--- config.mk ---
export PLATFORM = sky130hd
export DESIGN_NAME = integer_literal_parser_core
export DESIGN_NICKNAME = d
export VERILOG_FILES = /design/src/rtl/core/ilp_pkg.sv /design/src/rtl/core/integer_literal_parser_core.sv
export SDC_FILE = /design/constraint.sdc
export NUM_CORES = 2
export LEC_CHECK = 0
export ABC_CLOCK_PERIOD_IN_PS = 7900
export BUFFER_PORTS_ARGS = -buffer_cell sky130_fd_sc_hd__clkbuf_2
export CORE_MARGIN = 1
export CORE_UTILIZATION = 58
export CTS_CLUSTER_SIZE = 10
export DETAILED_ROUTE_END_ITERATION = 8
export PLACE_DENSITY = 0.78
export SLEW_MARGIN = 20
export SYNTH_ARGS = -nofsm -noshare
export SYNTH_HDL_FRONTEND = slang
export SYNTH_SLANG_ARGS = --single-unit
--- constraint.sdc ---
create_clock -name clock -period 7.9 [get_ports clock]
set_input_delay 1.58 -clock clock [delete_from_list [all_inputs] [get_ports clock]]
set_output_delay 1.58 -clock clock [all_outputs]
set_load 0.1 [all_outputs]
--- src/rtl/core/ilp_pkg.sv ---
// Shared types, character codes and digit decoding for the integer literal parser.
// Depends on nothing; used by the parser core and its port checker.
`timescale 1ns / 1ps

package ilp_pkg;

   // One character of a token, with the end-of-token flag
   typedef struct packed {
      logic [7:0] char_in;
      logic       last_char;
   } req_payload_type;

   // One parse result
   typedef struct packed {
      logic        parse_ok;
      logic [63:0] parsed_value;
   } rsp_payload_type;

   localparam int unsigned VALUE_W = 64;
   localparam int unsigned HALF_W  = VALUE_W / 2;
   localparam int unsigned BASE_W  = 5;

   localparam logic [BASE_W-1:0] BASE_DECIMAL = 5'd10;

   // Accumulator path indexes
   localparam int unsigned PATH_DEF = 0;
   localparam int unsigned PATH_BIN = 1;
   localparam int unsigned PATH_OCT = 2;
   localparam int unsigned PATH_HEX = 3;
   localparam int unsigned NUM_PATHS = 4;

   // Character codes
   localparam logic [7:0] CHAR_ZERO    = 8'h30;
   localparam logic [7:0] CHAR_NINE    = 8'h39;
   localparam logic [7:0] CHAR_UPPER_A = 8'h41;
   localparam logic [7:0] CHAR_UPPER_F = 8'h46;
   localparam logic [7:0] CHAR_UPPER_Z = 8'h5A;
   localparam logic [7:0] CHAR_LOWER_A = 8'h61;
   localparam logic [7:0] CHAR_LOWER_F = 8'h66;
   localparam logic [7:0] CHAR_MINUS   = 8'h2D;
   localparam logic [7:0] CHAR_LOWER_B = 8'h62;
   localparam logic [7:0] CHAR_LOWER_O = 8'h6F;
   localparam logic [7:0] CHAR_LOWER_H = 8'h68;
   localparam logic [7:0] CHAR_LOWER_X = 8'h78;
   localparam logic [7:0] CASE_OFFSET  = 8'h20;

   // Digit value of a character; bit 4 set means not a hex digit
   function automatic logic [4:0] digit_of(input logic [7:0] c);
      logic [4:0] d;
      d = 5'h10;
      if (c >= CHAR_ZERO && c <= CHAR_NINE) begin
         d = {1'b0, 4'(c - CHAR_ZERO)};
      end else if (c >= CHAR_LOWER_A && c <= CHAR_LOWER_F) begin
         d = {1'b0, 4'(c - CHAR_LOWER_A + 8'd10)};
      end else if (c >= CHAR_UPPER_A && c <= CHAR_UPPER_F) begin
         d = {1'b0, 4'(c - CHAR_UPPER_A + 8'd10)};
      end
      return d;
   endfunction

   // Fold upper case letters to lower case
   function automatic logic [7:0] lower_of(input logic [7:0] c);
      logic [7:0] l;
      l = c;
      if (c >= CHAR_UPPER_A && c <= CHAR_UPPER_Z) begin
         l = c + CASE_OFFSET;
      end
      return l;
   endfunction

endpackage

--- src/rtl/core/integer_literal_parser_core.sv ---
// Integer literal parser: one character per cycle unless a result stalls, one result per token.
// Request to result: input register, then result register. The default-base multiply-add
// (64 x 5 bits) sets the path; throughput is one character per cycle unless a result stalls.
// Reset (synchronous, active high): clears token state and sets the default base to 10.
// Depends on ilp_pkg.
`timescale 1ns / 1ps

module integer_literal_parser_core (
   input  logic                     clock,
   input  logic                     reset,
   // character requests
   input  logic                     req_valid,
   output logic                     req_stall,
   input  ilp_pkg::req_payload_type req_payload,
   // parse results
   output logic                     rsp_valid,
   input  logic                     rsp_stall,
   output ilp_pkg::rsp_payload_type rsp_payload,
   // default base register
   input  logic                     csr_valid,
   output logic                     csr_ready,
   input  logic [4:0]               csr_data
);

   localparam int unsigned VW = ilp_pkg::VALUE_W;
   localparam int unsigned HW = ilp_pkg::HALF_W;
   localparam int unsigned BW = ilp_pkg::BASE_W;
   localparam int unsigned NP = ilp_pkg::NUM_PATHS;

   // Configuration register
   logic [BW-1:0] base_ff;

   // Input register
   logic          in_valid_ff, in_valid_in;
   logic [7:0]    in_char_ff;
   logic          in_last_ff;

   // Token state
   logic [1:0]    char_position_ff, char_position_in;
   logic [7:0]    held_char_ff, held_char_in;
   logic          hex_prefix_seen_ff, hex_prefix_seen_in;
   logic          minus_seen_ff, minus_seen_in;
   logic [VW-1:0] acc_default_ff, acc_default_in;
   logic [VW-1:0] acc_binary_ff, acc_binary_in;
   logic [VW-1:0] acc_octal_ff, acc_octal_in;
   logic [VW-1:0] acc_hex_ff, acc_hex_in;
   logic [NP-1:0] path_valid_ff, path_valid_in;
   logic [NP-1:0] digit_seen_ff, digit_seen_in;

   // Result register
   logic                     rsp_valid_ff, rsp_valid_in;
   ilp_pkg::rsp_payload_type rsp_payload_ff, rsp_payload_in;

   // Datapath
   logic          out_free;
   logic          proc_fire;
   logic          req_accept;
   logic [4:0]    digit;
   logic          digit_none;
   logic [3:0]    digit_val;
   logic [7:0]    lower_char;
   logic          def_bad, bin_bad, oct_bad, hex_bad;
   logic [3:0]    def_digit, bin_digit, oct_digit, hex_digit;
   logic [HW+BW-1:0] prod_lo;
   logic [HW-1:0]    prod_hi;
   logic [VW-1:0] acc_def_fold, acc_bin_fold, acc_oct_fold, acc_hex_fold;
   logic          prefix_now, lead_minus;
   logic          res_ok, res_neg;
   logic [VW-1:0] res_val, res_signed;

   // Handshake control
   assign out_free   = !rsp_valid_ff || !rsp_stall;
   assign proc_fire  = in_valid_ff && (!in_last_ff || out_free);
   assign req_stall  = in_valid_ff && !proc_fire;
   assign req_accept = req_valid && !req_stall;
   assign csr_ready  = 1'b1;

   assign in_valid_in = req_accept | (in_valid_ff & ~proc_fire);

   // Character decode
   assign digit      = ilp_pkg::digit_of(in_char_ff);
   assign digit_none = digit[4];
   assign digit_val  = digit[3:0];
   assign lower_char = ilp_pkg::lower_of(in_char_ff);

   // Per-path digit checks; a bad digit folds in as zero
   assign def_bad   = digit_none || ({1'b0, digit_val} >= base_ff);
   assign bin_bad   = digit_none || (digit_val[3:1] != 3'd0);
   assign oct_bad   = digit_none || digit_val[3];
   assign hex_bad   = digit_none;
   assign def_digit = def_bad ? 4'd0 : digit_val;
   assign bin_digit = bin_bad ? 4'd0 : digit_val;
   assign oct_digit = oct_bad ? 4'd0 : digit_val;
   assign hex_digit = hex_bad ? 4'd0 : digit_val;

   // Default path multiply-add, split in two 32-bit halves
   assign prod_lo = (HW+BW)'(acc_default_ff[HW-1:0]) * (HW+BW)'(base_ff);
   assign prod_hi = HW'(acc_default_ff[VW-1:HW] * HW'(base_ff));
   assign acc_def_fold = VW'(prod_lo) + {prod_hi, {HW{1'b0}}} + VW'(def_digit);

   // Power-of-two paths are shifts
   assign acc_bin_fold = {acc_binary_ff[VW-2:0], 1'b0} | VW'(bin_digit);
   assign acc_oct_fold = {acc_octal_ff[VW-4:0], 3'b000} | VW'(oct_digit);
   assign acc_hex_fold = {acc_hex_ff[VW-5:0], 4'b0000} | VW'(hex_digit);

   // Prefix and sign detection
   assign prefix_now = (char_position_ff == 2'd1) && (held_char_ff == ilp_pkg::CHAR_ZERO) &&
                       (lower_char == ilp_pkg::CHAR_LOWER_X) && !hex_prefix_seen_ff;
   assign lead_minus = (char_position_ff == 2'd0) && (in_char_ff == ilp_pkg::CHAR_MINUS);

   // Token state update and result selection
   always_comb begin
      char_position_in   = char_position_ff;
      held_char_in       = held_char_ff;
      hex_prefix_seen_in = hex_prefix_seen_ff;
      minus_seen_in      = minus_seen_ff;
      acc_default_in     = acc_default_ff;
      acc_binary_in      = acc_binary_ff;
      acc_octal_in       = acc_octal_ff;
      acc_hex_in         = acc_hex_ff;
      path_valid_in      = path_valid_ff;
      digit_seen_in      = digit_seen_ff;
      res_ok             = 1'b0;
      res_val            = '0;
      res_neg            = 1'b0;

      if (base_ff != ilp_pkg::BASE_DECIMAL) begin
         // plain digits in the configured base
         acc_default_in                   = acc_def_fold;
         path_valid_in[ilp_pkg::PATH_DEF] = path_valid_ff[ilp_pkg::PATH_DEF] & ~def_bad;
         digit_seen_in[ilp_pkg::PATH_DEF] = 1'b1;
         res_ok  = path_valid_in[ilp_pkg::PATH_DEF];
         res_val = acc_def_fold;
      end else if (in_last_ff) begin
         // last character: pick the path that the token shape selects
         if (hex_prefix_seen_ff) begin
            res_ok  = path_valid_ff[ilp_pkg::PATH_HEX] & ~hex_bad;
            res_val = acc_hex_fold;
         end else if (prefix_now) begin
            res_ok = 1'b0;
         end else if (lower_char == ilp_pkg::CHAR_LOWER_B) begin
            res_ok  = path_valid_ff[ilp_pkg::PATH_BIN] & digit_seen_ff[ilp_pkg::PATH_BIN];
            res_val = acc_binary_ff;
            res_neg = minus_seen_ff;
         end else if (lower_char == ilp_pkg::CHAR_LOWER_O) begin
            res_ok  = path_valid_ff[ilp_pkg::PATH_OCT] & digit_seen_ff[ilp_pkg::PATH_OCT];
            res_val = acc_octal_ff;
            res_neg = minus_seen_ff;
         end else if (lower_char == ilp_pkg::CHAR_LOWER_H) begin
            res_ok  = path_valid_ff[ilp_pkg::PATH_HEX] & digit_seen_ff[ilp_pkg::PATH_HEX];
            res_val = acc_hex_ff;
            res_neg = minus_seen_ff;
         end else if (lead_minus) begin
            res_ok = 1'b0;
         end else begin
            res_ok  = path_valid_ff[ilp_pkg::PATH_DEF] & ~def_bad;
            res_val = acc_def_fold;
            res_neg = minus_seen_ff;
         end
      end else if (prefix_now) begin
         // "0x" restarts the hex path
         hex_prefix_seen_in               = 1'b1;
         acc_hex_in                       = '0;
         path_valid_in[ilp_pkg::PATH_HEX] = 1'b1;
         digit_seen_in[ilp_pkg::PATH_HEX] = 1'b0;
      end else if (lead_minus) begin
         minus_seen_in = 1'b1;
      end else begin
         // feed all four paths
         acc_default_in = acc_def_fold;
         acc_binary_in  = acc_bin_fold;
         acc_octal_in   = acc_oct_fold;
         acc_hex_in     = acc_hex_fold;
         path_valid_in  = path_valid_ff & ~{hex_bad, oct_bad, bin_bad, def_bad};
         digit_seen_in  = {NP{1'b1}};
      end

      // first character is held for prefix detection
      if (char_position_ff == 2'd0) begin
         held_char_in = in_char_ff;
      end

      if (in_last_ff) begin
         // token done: back to token reset values
         char_position_in   = 2'd0;
         held_char_in       = 8'd0;
         hex_prefix_seen_in = 1'b0;
         minus_seen_in      = 1'b0;
         acc_default_in     = '0;
         acc_binary_in      = '0;
         acc_octal_in       = '0;
         acc_hex_in         = '0;
         path_valid_in      = {NP{1'b1}};
         digit_seen_in      = '0;
      end else if (char_position_ff != 2'd2) begin
         char_position_in = char_position_ff + 2'd1;
      end
   end

   // Sign and invalid-token masking
   assign res_signed = res_neg ? (VW'(0) - res_val) : res_val;

   always_comb begin
      rsp_payload_in.parse_ok     = res_ok;
      rsp_payload_in.parsed_value = res_ok ? res_signed : '0;
   end

   // Result register next state
   always_comb begin
      rsp_valid_in = rsp_valid_ff;
      if (proc_fire && in_last_ff) begin
         rsp_valid_in = 1'b1;
      end else if (out_free) begin
         rsp_valid_in = 1'b0;
      end
   end

   // Control registers
   always_ff @(posedge clock) begin
      if (reset) begin
         base_ff            <= ilp_pkg::BASE_DECIMAL;
         in_valid_ff        <= 1'b0;
         rsp_valid_ff       <= 1'b0;
         char_position_ff   <= 2'd0;
         held_char_ff       <= 8'd0;
         hex_prefix_seen_ff <= 1'b0;
         minus_seen_ff      <= 1'b0;
         acc_default_ff     <= '0;
         acc_binary_ff      <= '0;
         acc_octal_ff       <= '0;
         acc_hex_ff         <= '0;
         path_valid_ff      <= {NP{1'b1}};
         digit_seen_ff      <= '0;
      end else begin
         if (csr_valid && csr_ready) begin
            base_ff <= csr_data;
         end
         in_valid_ff  <= in_valid_in;
         rsp_valid_ff <= rsp_valid_in;
         if (proc_fire) begin
            char_position_ff   <= char_position_in;
            held_char_ff       <= held_char_in;
            hex_prefix_seen_ff <= hex_prefix_seen_in;
            minus_seen_ff      <= minus_seen_in;
            acc_default_ff     <= acc_default_in;
            acc_binary_ff      <= acc_binary_in;
            acc_octal_ff       <= acc_octal_in;
            acc_hex_ff         <= acc_hex_in;
            path_valid_ff      <= path_valid_in;
            digit_seen_ff      <= digit_seen_in;
         end
      end
   end

   // Payload registers
   always_ff @(posedge clock) begin
      if (req_accept) begin
         in_char_ff <= req_payload.char_in;
         in_last_ff <= req_payload.last_char;
      end
      if (proc_fire && in_last_ff) begin
         rsp_payload_ff <= rsp_payload_in;
      end
   end

   assign rsp_valid   = rsp_valid_ff;
   assign rsp_payload = rsp_payload_ff;

endmodule

==> results.json <==
{
  "hold_viol_final": 0,
  "drive_gt1_share_pct": 13.48,
  "power.total_mw": 4.291,
  "syn2layout_area_growth_pct": 13.33,
  "firstDrtPassIters": 9,
  "finalSetupViolations": 0,
  "startpoint_type": "flip-flop",
  "muxShareOfSynthArea_pct": 1.115,
  "avgSynthCellArea_um2": 8.139,
  "grt_antenna_before_repair": 1,
  "io_buffers": 85,
  "synthCells": 3625,
  "vias_per_cell": 6.520,
  "routedWlPerCell_um": 22.37,
  "cts_tree": "done",
  "violations": "DRC",
  "critPathArrivalTime_ns": 8.12,
  "syn-num-nets": 3947,
  "fin_worst_skew_ns": 0.02660,
  "htreeDepth": 2,
  "rsz0062_at_grt": "true",
  "dp_slack_ns": -0.3744,
  "drt_iter0_markers": 3858,
  "synth_cell_type_count": 105,
  "path_clk_slew_ns": 0.06,
  "crit_fanout": 6,
  "async_reset_ff_share_pct": 0,
  "status": "finished, violations left",
  "pwr_density_cell_mw_per_mm2": 128.3,
  "synth_area_leaders": "dfxtp_1 (19%), fa_1 (12%), edfxtp_1 (7.5%), a22oi_1 (6.3%), nor2_1 (5.9%)",
  "path_class": "flip-flop to flip-flop",
  "finalSetupTns_ns": 0,
  "vias": 28850,
  "slowest_stage": "fa_1",
  "synth_warnings": 0,
  "synth_seq_cells": 355,
  "gr-total-overflow": 0,
  "leakage_nw": 13.95,
  "tightestPinTransition_ns": 1.155,
  "io_pins": 87,
  "dieArea_mm2": 0.05178,
  "finalCritPeriodShare_pct": 98.37,
  "clk_latency_ns": 0.61,
  "yosys.area.top_type_share_pct": 19.07,
  "routabilityCongestion": 1.020,
  "max_slew_margin_pct": 22.98,
  "critPathBufInv": 7,
  "yosys.area_share.simple_pct": 21.97,
  "synth_edf_count": 74,
  "grt_pass1_wl_um": 153700,
  "synth_fa_ha_area_share_pct": 17.43,
  "ant_nets": 0,
  "coreArea_mm2": 0.05017,
  "rows": 82,
  "fill_cells": 4180,
  "critPathCaptureType": "flip-flop",
  "synth_compound_area_share_pct": 23.21,
  "synth_top_family_by_area": "compound AO/OA/AOI/OAI gates",
  "required_ns": 8.25,
  "grtUsageTotal_pct": 38.11,
  "synth_ff_type": "dfxtp_1",
  "clock-root-buffer": "clkbuf_16",
  "vdd_drop_max_mv": 0.1948,
  "cp_top_family": "compound AO/OA/AOI/OAI gates",
  "synth_area_mm2": 0.02950,
  "yosysSeqAreaShare_pct": 26.60,
  "numCtsBuffers": 43,
  "final_cells": 4425,
  "insertedDiodeCount": 0,
  "cts.hold.buffers_added": 0,
  "critPathMaxStageDelay_ns": 0.51,
  "drc": 12,
  "dieWidth_um": 227.5,
  "fin_nets": 4052,
  "synth_xor_area_share_pct": 3.889,
  "drt_wl_total_um": 98990,
  "fp.dieH_um": 227.5,
  "slew_viol_final": 0,
  "place_hpwl_um": 72040,
  "min_period_ns": 7.771,
  "hold_class": "flip-flop to flip-flop",
  "max-clock-path-buffers": 3,
  "fmax_ghz": 0.1287,
  "grt_pass1_vias": 26570,
  "worst_slack_ns": 0.1291,
  "start_util_pct": 58.81,
  "cts_sinks": 355,
  "grt_max_degree": 187,
  "synth_common_cells": "nor2_1 (465), nand2_1 (408), dfxtp_1 (281)",
  "yosysMostFrequentCell": "nor2_1",
  "placed_cells": 4340,
  "yosys.area.top_type": "dfxtp_1",
  "maxCapViolations": 0
}
state kept, by name (all words and copies together), names as in the netlist:
signal,cells
char_position_ff,2
held_char_ff,8
rsp_valid,1
in_valid_ff,1
rsp_payload,65
base_ff,5
acc_hex_ff,64
acc_binary_ff,64
minus_seen_ff,1
acc_octal_ff,64
acc_default_ff,64
path_valid_ff,4
in_last_ff,1
hex_prefix_seen_ff,1
digit_seen_ff,2
in_char_ff,8
what timing repair did:
item	in CTS	in global routing
pin swaps	8	47
resized for setup	17	52
buffers inserted	4	11
cloned	0	2
endpoints found under the setup margin	31	48
worst paths after layout:
kind | cells after the start | startpoint | slack, ns | endpoint
max | 36 | in_char_ff[0]$_DFFE_PP_ | 0.13 | rsp_payload[58]$_SDFFCE_PN0P_
min | 2 | path_valid_ff[1]$_SDFFE_PP1P_ | 0.47 | path_valid_ff[1]$_SDFFE_PP1P_
max reg2reg | 36 | in_char_ff[0]$_DFFE_PP_ | 0.13 | rsp_payload[58]$_SDFFCE_PN0P_
min reg2reg | 2 | path_valid_ff[1]$_SDFFE_PP1P_ | 0.47 | path_valid_ff[1]$_SDFFE_PP1P_
cell families (layout without fill, tap and decap cells):
kind of cell             Yosys count  in the layout
buffers and inverters            443            571
AND/OR/NAND/NOR                 1363           1363
flip-flops                       355            355
AO/OA/AOI/OAI                    997            997
adder cells (fa/ha/maj)          303            303
XOR/XNOR                         131            131
multiplexers                      32             32
other                              1              1
per-layer routing:
metal,part of all wire (%),up-vias,global-route usage [%]
li1,-,13110,-
met3,12,272,9.938
met4,4.8,0,16.69
met1,42,13820,54.50
met5,0,-,0
met2,41,1652,53.69
tightest hold or removal path, cell delays in order (launching register included):
cell     delay, ns
dfxtp_1       0.31
o21ai_0       0.06
nand2_1       0.05
power by group:
group	switching, mW	internal [mW]	total, mW
registers	0.0166	1.86	1.88
logic	0.361	0.136	0.498
clock network	0.836	1.08	1.91
total	1.21	3.08	4.29
cell type report:
class	count	area, um2	area share (%)
Clock buffer	61	1184	3.540
Clock inverter	7	125.1	0.3742
Inverter	181	679.4	2.032
Multi-Input combinational cell	2827	20420	61.06
Sequential cell	355	7854	23.49
Tap cell	672	840.8	2.514
Timing Repair Buffer	322	2338	6.993
metrics by stage:
stage / hold WS, ns / cell area (um2) / utilization, %
detailed placement: 0.4540 / 31660 / 63.10
global placement: 0.4512 / 31650 / 63.09
global route: 0.4681 / 33440 / 66.65
floorplan: 0.4395 / 29580 / -
CTS: 0.4613 / 33090 / 65.96
finish: 0.4658 / 33440 / 66.65
cell usage in the layout, fill, tap and decap left out, types with 21 or more instances in the layout:
cell and instances:
xnor2_1 73, nand2_1 408, fa_1 179, buf_4 225
nor2_1 460, clkbuf_16 45, mux2i_1 23, a21o_1 35
o211ai_1 23, clkbuf_2 84, a22oi_1 247, inv_1 177
a21oi_1 209, o22ai_1 33, edfxtp_1 74, xor2_1 55
nand3_1 51, o21ai_0 128, a211oi_1 21, ha_1 121
dfxtp_1 276, a31oi_1 42, and2_1 155, nand4_1 39
nor3_1 56, and3_1 23
Power figures use the tool's default switching activity.
